**src/rtl/mp2w_pkg.sv**
```systemverilog
// ----------------------------------------------------------------------------
// mp2w_pkg
// shared types and constants of the 2-d max pooling window core
// ----------------------------------------------------------------------------
`default_nettype none

package mp2w_pkg;

    // most results one pixel may cause, further ones of the run are dropped
    localparam int RESULT_CAP = 64;
    localparam int CNT_W      = 7;

    localparam int OUT_X_W    = 11;
    localparam int OUT_Y_W    = 17;
    localparam int Y_W        = 16;
    localparam int EY_W       = 18;
    localparam int W_REG_W    = 11;
    localparam int K_W        = 4;
    localparam int S_W        = 4;
    localparam int P_W        = 3;
    localparam int NCOL_W     = 4;
    localparam int RREM_W     = 4;

    localparam int CFG_IDX_W  = 3;
    localparam int CFG_DATA_W = 16;

    typedef enum logic [CFG_IDX_W-1:0] {
        REG_IN_WIDTH    = 3'd0,
        REG_IN_HEIGHT   = 3'd1,
        REG_KERNEL_SIZE = 3'd2,
        REG_STRIDE      = 3'd3,
        REG_PAD         = 3'd4
    } cfg_reg_t;

    typedef enum logic [8:0] {
        ST_IDLE    = 9'b000000001,
        ST_COLSCAN = 9'b000000010,
        ST_ROW     = 9'b000000100,
        ST_WINIT   = 9'b000001000,
        ST_WIN     = 9'b000010000,
        ST_DRAIN   = 9'b000100000,
        ST_OUT     = 9'b001000000,
        ST_ROWADV  = 9'b010000000,
        ST_ADVANCE = 9'b100000000
    } state_t;

    typedef struct packed {
        logic accept;
        logic col_step;
        logic win_init;
        logic win_step;
        logic load_out;
        logic out_done;
        logic row_adv;
        logic advance;
    } cmd_t;

    typedef struct packed {
        logic col_hit;
        logic row_hit;
        logic row_hit_base;
        logic n_ok;
        logic ncol_nz;
        logic col_more;
        logic last;
        logic x_last;
        logic win_done;
    } status_t;

endpackage

`default_nettype wire

```
**src/rtl/mp2w_ctrl.sv**
```systemverilog
// ----------------------------------------------------------------------------
// mp2w_ctrl
// sequencer: column scan, per-result window walk, output transfer, advance
// ----------------------------------------------------------------------------
`default_nettype none

module mp2w_ctrl (
    input  wire logic              aclk,
    input  wire logic              aresetn,
    input  wire logic              s_tvalid,
    input  wire logic              m_tready,
    input  mp2w_pkg::status_t      status,
    output mp2w_pkg::cmd_t         cmd,
    output logic                   s_ready,
    output logic                   m_valid
);

    mp2w_pkg::state_t state_reg, state_next;

    always_ff @(posedge aclk) begin
        if (!aresetn) begin
            state_reg <= mp2w_pkg::ST_IDLE;
        end else begin
            state_reg <= state_next;
        end
    end

    always_comb begin
        state_next = state_reg;
        cmd        = '0;
        s_ready    = 1'b0;
        m_valid    = 1'b0;
        case (state_reg)
            mp2w_pkg::ST_IDLE: begin
                s_ready = 1'b1;
                if (s_tvalid) begin
                    cmd.accept = 1'b1;
                    state_next = mp2w_pkg::ST_COLSCAN;
                end
            end
            mp2w_pkg::ST_COLSCAN: begin
                if (status.col_hit) begin
                    cmd.col_step = 1'b1;
                end else begin
                    state_next = mp2w_pkg::ST_ROW;
                end
            end
            mp2w_pkg::ST_ROW: begin
                if (status.row_hit && status.n_ok && status.ncol_nz) begin
                    state_next = mp2w_pkg::ST_WINIT;
                end else if (status.x_last) begin
                    state_next = mp2w_pkg::ST_ROWADV;
                end else begin
                    state_next = mp2w_pkg::ST_ADVANCE;
                end
            end
            mp2w_pkg::ST_WINIT: begin
                cmd.win_init = 1'b1;
                state_next   = mp2w_pkg::ST_WIN;
            end
            mp2w_pkg::ST_WIN: begin
                cmd.win_step = 1'b1;
                if (status.win_done) begin
                    state_next = mp2w_pkg::ST_DRAIN;
                end
            end
            mp2w_pkg::ST_DRAIN: begin
                cmd.load_out = 1'b1;
                state_next   = mp2w_pkg::ST_OUT;
            end
            mp2w_pkg::ST_OUT: begin
                m_valid = 1'b1;
                if (m_tready) begin
                    cmd.out_done = 1'b1;
                    if (status.last) begin
                        state_next = status.x_last ? mp2w_pkg::ST_ROWADV
                                                   : mp2w_pkg::ST_ADVANCE;
                    end else if (status.col_more) begin
                        state_next = mp2w_pkg::ST_WINIT;
                    end else begin
                        state_next = mp2w_pkg::ST_ROW;
                    end
                end
            end
            mp2w_pkg::ST_ROWADV: begin
                if (status.row_hit_base) begin
                    cmd.row_adv = 1'b1;
                end else begin
                    state_next = mp2w_pkg::ST_ADVANCE;
                end
            end
            mp2w_pkg::ST_ADVANCE: begin
                cmd.advance = 1'b1;
                state_next  = mp2w_pkg::ST_IDLE;
            end
            default: begin
                state_next = mp2w_pkg::ST_IDLE;
            end
        endcase
    end

endmodule

`default_nettype wire

```
**config.mk**
```make
export PLATFORM = sky130hd
export DESIGN_NAME = mp2w_ctrl
export DESIGN_NICKNAME = d
export VERILOG_FILES = /design/src/rtl/mp2w_pkg.sv /design/src/rtl/mp2w_ctrl.sv
export SDC_FILE = /design/constraint.sdc
export NUM_CORES = 1
export LEC_CHECK = 0
export ABC_AREA = 1
export BUFFER_PORTS_ARGS = -buffer_cell sky130_fd_sc_hd__buf_4
export CORE_UTILIZATION = 52
export DETAILED_ROUTE_END_ITERATION = 16
export HOLD_SLACK_MARGIN = 0.05
export PLACE_DENSITY = 0.87
export SYNTH_ARGS = -nofsm -noshare
export SYNTH_HDL_FRONTEND = slang
export SYNTH_SLANG_ARGS = --single-unit
```
**constraint.sdc**
```tcl
create_clock -name aclk -period 3 [get_ports aclk]
set_clock_uncertainty 0.1 [all_clocks]
set_input_delay 0.75 -clock aclk [delete_from_list [all_inputs] [get_ports aclk]]
set_output_delay 0.75 -clock aclk [all_outputs]
set_load 0.02 [all_outputs]
```
==> metrics, run 1 <==
detailed-placement wirelength estimate=roughly 1.3 mm; layout cell share with drive strength beyond 1=roughly 29%; vias in the first global route=650; remaining global-route overflow=0; per-cell via count in the routed design=a little over 5; diode count=0; Synthesized Nets=approximately 130; worst path required time=2.15 ns; slew at the pin closest to its max-slew limit=roughly 0.30 ns; clk buf depth=2; Crit path arrival time=1.43 ns; highest net fanout along the worst path=5; total power per unit cell area=756 nW/um^2; initial antenna violation count=0; effective utilization at floorplan=about three fifths; Die Wd=a little under 40 microns; Synth Instances=114; count of hold buffers inserted by post-cts repair=0; DRC violation total after the first TritonRoute iteration=40; clock transition at the registers of the reported paths=~0.060 ns; number of synthesized register bits=9; largest net degree at the start of global routing=10; average size of a mapped cell=6.19 sq um; sum of routed wire length over all layers=1.63 mm; flip-flop count of the largest register, all copies and words added=9; post-CTS repair timing setup buffer count=0; clock insertion delay at the later pin of the skew report=roughly 0.26 ns; H-Tree Depth=1; Area after DPL=between 800 and 900 sq um; Pins Over Slew Limit=0; number of gates resized after cts=0; RSZ-0062 raised after global routing=false; total negative slack=0 ns; critical path startpoint category=flip-flop; maximum clock frequency=between 400 and 500 MHz; TritonCTS clock tree=done; number of detailed-route iterations in the first pass=4; total number of nets in the final design=between 150 and 200; category of the critical setup timing path=flip-flop to output pin; post-synthesis instance area=about 710 sq um; CTS root buf=sky130_fd_sc_hd__clkbuf_4; detailed-route DRC error count=0; overall die height=between 30 and 40 microns; sequential cell area fraction in the yosys report=25.5%; cts bufs inserted=3; tightest hold margin=approximately 0.43 ns; number of distinct standard cells referenced by the synthesized netlist=20; area enclosed by the die boundary=~1500 sq um; number of rows in the core area=12; Syn. warnings=0; area delta synth->final=28.5%; worst supply voltage drop on vdd=~0.00045 V; Ports=23; path type of the worst min-delay path=flip-flop to flip-flop; relative max-transition margin=80.0%; final hold vios=0; global router's overall resource usage=between 20% and 30%; cell area after layout=907 sq um; count of buffers from port buffering=22; via count=771; shortest period the worst path allows=between 2 and 2.5 ns; total of max-cap violations=0; first-pass GRT wire length=about 2.5 mm; core area=between 1000 and 1500 sq um; drt wl/cell=~11 microns; Leak Pwr=0.548 nW; post-route fraction of the period consumed by the critical path=75.8%; status=finished clean; number of sinks driven by the clock tree=9; ANT nets after route=0; capturing element type of the critical path=output pin; setup-violating endpoint count in the final report=0; final weighted congestion in routability-driven placement=roughly 0.85
-- cells in the final DEF, fill, tap and decap left out --
cell type                   n
sky130_fd_sc_hd__nand2_1   26
sky130_fd_sc_hd__inv_1     22
sky130_fd_sc_hd__buf_4     22
sky130_fd_sc_hd__nor2_1    20
sky130_fd_sc_hd__nand3_1   10
sky130_fd_sc_hd__dfxtp_1    9
sky130_fd_sc_hd__nor2_4     4
sky130_fd_sc_hd__nor3_1     4
sky130_fd_sc_hd__nand3_2    4
sky130_fd_sc_hd__clkbuf_4   3
sky130_fd_sc_hd__nand2_2    2
sky130_fd_sc_hd__nand2_4    2
sky130_fd_sc_hd__o21bai_1   2
sky130_fd_sc_hd__inv_2      1
sky130_fd_sc_hd__nor2_2     1
sky130_fd_sc_hd__nor3_4     1
sky130_fd_sc_hd__o31ai_1    1
sky130_fd_sc_hd__nand3b_1   1
sky130_fd_sc_hd__nand4_1    1
sky130_fd_sc_hd__a21oi_1    1
sky130_fd_sc_hd__o21ai_0    1
sky130_fd_sc_hd__clkbuf_1   1
-- worst paths after layout --
| check | from | endpoint | slack, ns | cells past startpoint |
|---|---|---|---|---|
| max reg2reg | state_reg[4] | state_reg[6] | 1.54 | 9 |
| min reg2reg | state_reg[6] | state_reg[6] | 0.43 | 2 |
| min | state_reg[6] | state_reg[6] | 0.43 | 2 |
| max | state_reg[0] | cmd[2] | 0.72 | 6 |
-- cell type report --
cell class	instances	area [sq um]
timing repair buffer	22	165
clock buffer	4	26.3
inverter	23	86.3
sequential	9	180
multi-input combinational	81	432
tap	14	17.5
fill	114	279
-- metal layers --
metal,vias to the layer above,share of wire (%),track usage [%]
li1,401,-,-
met1,329,41,28.1
met2,37,47,43.8
met3,4,9.8,8.67
met4,0,1.8,10.3
met5,-,0,0
-- critical path, cell delays in order (launching register included) --
cell,delay [ns]
sky130_fd_sc_hd__dfxtp_1,0.34
sky130_fd_sc_hd__nor2_4,0.15
sky130_fd_sc_hd__nand2_4,0.08
sky130_fd_sc_hd__nor2_1,0.16
sky130_fd_sc_hd__nand2_1,0.16
sky130_fd_sc_hd__nor2_1,0.12
sky130_fd_sc_hd__buf_4,0.15
-- where the power goes --
| part | switching, mW | total (mW) | internal (mW) |
|---|---|---|---|
| clock | 0.0452 | 0.0966 | 0.0514 |
| sequential | 0.0370 | 0.184 | 0.147 |
| combinational | 0.252 | 0.406 | 0.154 |
| total | 0.334 | 0.686 | 0.352 |
-- kinds of logic (layout without fill, tap and decap cells) --
group                  count (synthesis)  count (layout)  share of synthesized area, %
AND/OR/NAND/NOR                       76              76                          56.6
buffers and inverters                 24              49                          13.3
flip-flops                             9               9                          25.5
AO/OA/AOI/OAI                          5               5                          4.61
-- synthesized netlist by cell type, drive strengths merged --
master / number / area share [%]
nand3b: 1 / 1.1
nand3: 14 / 13
o21bai: 2 / 2.1
dfxtp: 9 / 26
nor2: 25 / 18
o21ai: 1 / 0.71
o31ai: 1 / 1.1
buf: 1 / 1.1
a21oi: 1 / 0.71
inv: 23 / 12
nand4: 1 / 0.89
nor3: 5 / 5.1
nand2: 30 / 19
-- through the flow --
step                instances  worst slack, ns  power (mW)  utilization (%)
floorplan                 114             1.06       0.486                -
global placement          149            0.998       0.573             74.3
detailed placement        149            0.994       0.590             74.3
CTS                       153            0.726       0.687             76.5
global route              153            0.626       0.746             76.5
finish                    153            0.725       0.686             76.5
(Power assumes the default switching activity.)
==> inputs of run 2 (changes only) <==
--- a/config.mk
+++ b/config.mk
@@ -5,12 +5,12 @@
 export SDC_FILE = /design/constraint.sdc
 export NUM_CORES = 1
 export LEC_CHECK = 0
-export ABC_AREA = 1
+export ABC_AREA = 0
 export BUFFER_PORTS_ARGS = -buffer_cell sky130_fd_sc_hd__buf_4
-export CORE_UTILIZATION = 52
+export CORE_UTILIZATION = 47
 export DETAILED_ROUTE_END_ITERATION = 16
 export HOLD_SLACK_MARGIN = 0.05
-export PLACE_DENSITY = 0.87
+export PLACE_DENSITY = 0.81
 export SYNTH_ARGS = -nofsm -noshare
 export SYNTH_HDL_FRONTEND = slang
 export SYNTH_SLANG_ARGS = --single-unit
==> constraint.sdc (replaced) <==
create_clock -name aclk -period 2.1 [get_ports aclk]
set_clock_uncertainty 0.1 [all_clocks]
set_input_delay 0.525 -clock aclk [delete_from_list [all_inputs] [get_ports aclk]]
set_output_delay 0.525 -clock aclk [all_outputs]
set_load 0.02 [all_outputs]
==> run 2 against run 1 <==
Net effect:
- the flow now finishes with violations (negative setup slack)
- global-route usage rose by 7.3 points
- clock-buffer cell count stayed put
- sequential cell count did not move
- largest cell class unchanged
==> metrics, run 2 <==
effective utilization at floorplan=about half; vias in the first global route=between 700 and 800; setup-violating endpoint count in the final report=8; worst supply voltage drop on vdd=between 0.0003 and 0.0004 V; routed metal-1 wirelength=about 890 microns; Pins Over Slew Limit=0; post-route fraction of the period consumed by the critical path=104%; core area=roughly 1300 sq um; number of flops mapped to enable cells by yosys=0; most frequent cells in the layout=sky130_fd_sc_hd__buf_4 (31), sky130_fd_sc_hd__buf_6 (8), sky130_fd_sc_hd__nor2_1 (6), sky130_fd_sc_hd__dfxtp_1 (6), sky130_fd_sc_hd__nand2_1 (5); count of hold buffers inserted by post-cts repair=0; post-synthesis instance area=about 660 sq um; total number of nets in the final design=roughly 130; remaining global-route overflow=0; launch point of the critical path=state_reg[6]; cells taking the most area after synthesis=sky130_fd_sc_hd__dfxtp_1 (27%), sky130_fd_sc_hd__nor2_1 (4.6%), sky130_fd_sc_hd__nor4b_2 (4.6%); number of synthesized register bits=9; Synth Instances=between 70 and 80; ANT nets after route=0; via count=roughly 790; top routing layer in use=met4; Leak Pwr=roughly 0.43 nW; Synthesized Nets=90; terminus of the critical flop-to-flop path=state_reg[7]; first-pass GRT wire length=roughly 3.2 mm; prevailing post-synth register cell=sky130_fd_sc_hd__dfxtp_1; Final Worst Setup Slack=-0.0902 ns; worst path required time=1.47 ns; number of detailed-route iterations in the first pass=4; final design utilization=between 80% and 90%; path type of the worst min-delay path=input port to flip-flop; clk buf depth=2; CP Capture Point=cmd[3]; global router's overall resource usage=approximately a third; H-Tree Depth=1; pre-CTS setup slack=just under 0.09 ns; Syn. warnings=0; initial antenna violation count=0; most used standard cell by instance count after synthesis=sky130_fd_sc_hd__dfxtp_1; largest net degree at the start of global routing=11; overall die height=approximately 40 microns; launching point of the worst reg2reg path=state_reg[1]; Min-Delay Path Depth=2; area share of the largest cell type after synthesis=about 27%; Tot Pwr=0.486 mW; TritonCTS clock tree=done; Ports=23; average size of a mapped cell=8.56 sq um; sum of routed wire length over all layers=roughly 2.2 mm; shortest period the worst path allows=~2.2 ns; RSZ-0062 raised after global routing=true; commonest non-fill, non-tap cell in the layout=sky130_fd_sc_hd__buf_4; cts bufs inserted=3; amount of wire on met2 after detailed routing=around 1.1 mm; Die Wd=39.5 microns; reg2reg path depth=6; commonest cells in the netlist=sky130_fd_sc_hd__dfxtp_1 (9), sky130_fd_sc_hd__nor2_1 (8), sky130_fd_sc_hd__nand2_1 (5), sky130_fd_sc_hd__nor2b_1 (4), sky130_fd_sc_hd__nor3_1 (4); flip-flop count of the largest register, all copies and words added=9; status=finished with violations; count of buffers from port buffering=22; total power per unit cell area=446 nW/um^2; number of sinks driven by the clock tree=9; area enclosed by the die boundary=approximately 1600 sq um; final hold vios=0; area delta synth->final=65.3%; diode count=0; maximum clock frequency=roughly 460 MHz; detailed-route DRC error count=0; share of synthesized registers carrying an async set or reset=0%; sequential cell area fraction in the yosys report=27.3%; per-cell via count in the routed design=6.02; total of max-cap violations=0; number of distinct standard cells referenced by the synthesized netlist=39; DRC violation total after the first TritonRoute iteration=32; Crit path arrival time=approximately 1.6 ns; register-to-register setup slack=approximately 0.25 ns; final weighted congestion in routability-driven placement=slightly below 0.9; relative max-transition margin=between 70% and 80%; clock insertion delay at the later pin of the skew report=roughly 0.27 ns; CTS root buf=sky130_fd_sc_hd__clkbuf_4; highest net fanout along the worst path=3; drt wl/cell=between 15 and 20 microns; cell taking the most area after synthesis=sky130_fd_sc_hd__dfxtp_1; critical path startpoint category=flip-flop; clock transition at the registers of the reported paths=around 0.060 ns; slew at the pin closest to its max-slew limit=~0.37 ns; failing checks=negative setup slack; metal3 WL=between 100 and 150 microns; number of rows in the core area=13; detailed-placement wirelength estimate=roughly 1.3 mm; category of the critical setup timing path=flip-flop to output pin; capturing element type of the critical path=output pin; layout cell share with drive strength beyond 1=between 50% and 60%
[run 2: cell count changes after synthesis, moves of 3 or more]
cell / previous run / this run
sky130_fd_sc_hd__nand2_1: 26 / 5
sky130_fd_sc_hd__inv_1: 22 / 3
sky130_fd_sc_hd__nor2_1: 20 / 8
sky130_fd_sc_hd__nand3_1: 10 / 2
sky130_fd_sc_hd__nand3_2: 4 / 0
sky130_fd_sc_hd__nor2_4: 4 / 0
sky130_fd_sc_hd__nor2b_1: 0 / 4
sky130_fd_sc_hd__and2_1: 0 / 3
sky130_fd_sc_hd__nor4b_1: 0 / 3
[run 2: logic make-up after synthesis]
| group | count (synthesis) | share of synthesized area, % |
|---|---|---|
| and+or+nand+nor | 48 | 50.9 |
| AOI/OAI and AO/OA | 11 | 11.4 |
| DFF | 9 | 27.3 |
| buffers and inverters | 6 | 6.26 |
| xor gates and xnor gates | 2 | 2.66 |
| muxes | 1 | 1.52 |
[run 2: area by class of cell]
cell class                 instances  area, sq um
multi-input combinational         62          522
inverter                           3         11.3
sequential                         9          189
clock buffer                       4         26.3
timing repair buffer              39          323
fill                              73          211
tap                               15         18.8
[run 2: per-stage QoR]
step,cells,TNS [ns],area [sq um],hold slack [ns]
global route,132,-1.04,1090,0.410
finish,132,-0.414,1090,0.403
detailed placement,119,0,880,0.479
floorplan,77,0,666,0.449
CTS,132,-0.255,1040,0.397
global placement,119,0,880,0.475
[run 2: worst max-delay path, stage by stage (launching register included)]
cell and delay, ns:
sky130_fd_sc_hd__dfxtp_2 0.33, sky130_fd_sc_hd__nor4_4 0.37, sky130_fd_sc_hd__nand2_2 0.15, sky130_fd_sc_hd__nor4b_4 0.25, sky130_fd_sc_hd__buf_4 0.18
[run 2: routing by layer]
layer	track usage, %	vias up
met5	0	-
met4	21.6	0
met3	11.9	12
met2	52.9	35
met1	35.2	378
li1	-	369
[run 2: where the power goes]
| part | switching [mW] | total [mW] | leakage, nW | internal [mW] |
|---|---|---|---|---|
| Clock | 0.0652 | 0.139 | 0.0150 | 0.0735 |
| Combinational | 0.0811 | 0.168 | 0.345 | 0.0867 |
| Sequential | 0.00681 | 0.180 | 0.0751 | 0.173 |
[run 2: repair_timing]
action                                  4_1_cts  5_1_grt
endpoints found under the setup margin        8        9
pin swaps                                     6        5
gates resized for setup                      15       14
buffers inserted                              9        0
[run 2: worst min path at each step]
stage | startpoint | endpoint | slack, ns
3_5_place_dp | state_reg[0] | state_reg[0] | 0.48
3_3_place_gp | state_reg[0] | state_reg[0] | 0.48
4_1_cts | aresetn | state_reg[6] | 0.40
2_1_floorplan | state_reg[3] | state_reg[4] | 0.45
6_report | aresetn | state_reg[6] | 0.40
5_1_grt | aresetn | state_reg[6] | 0.41
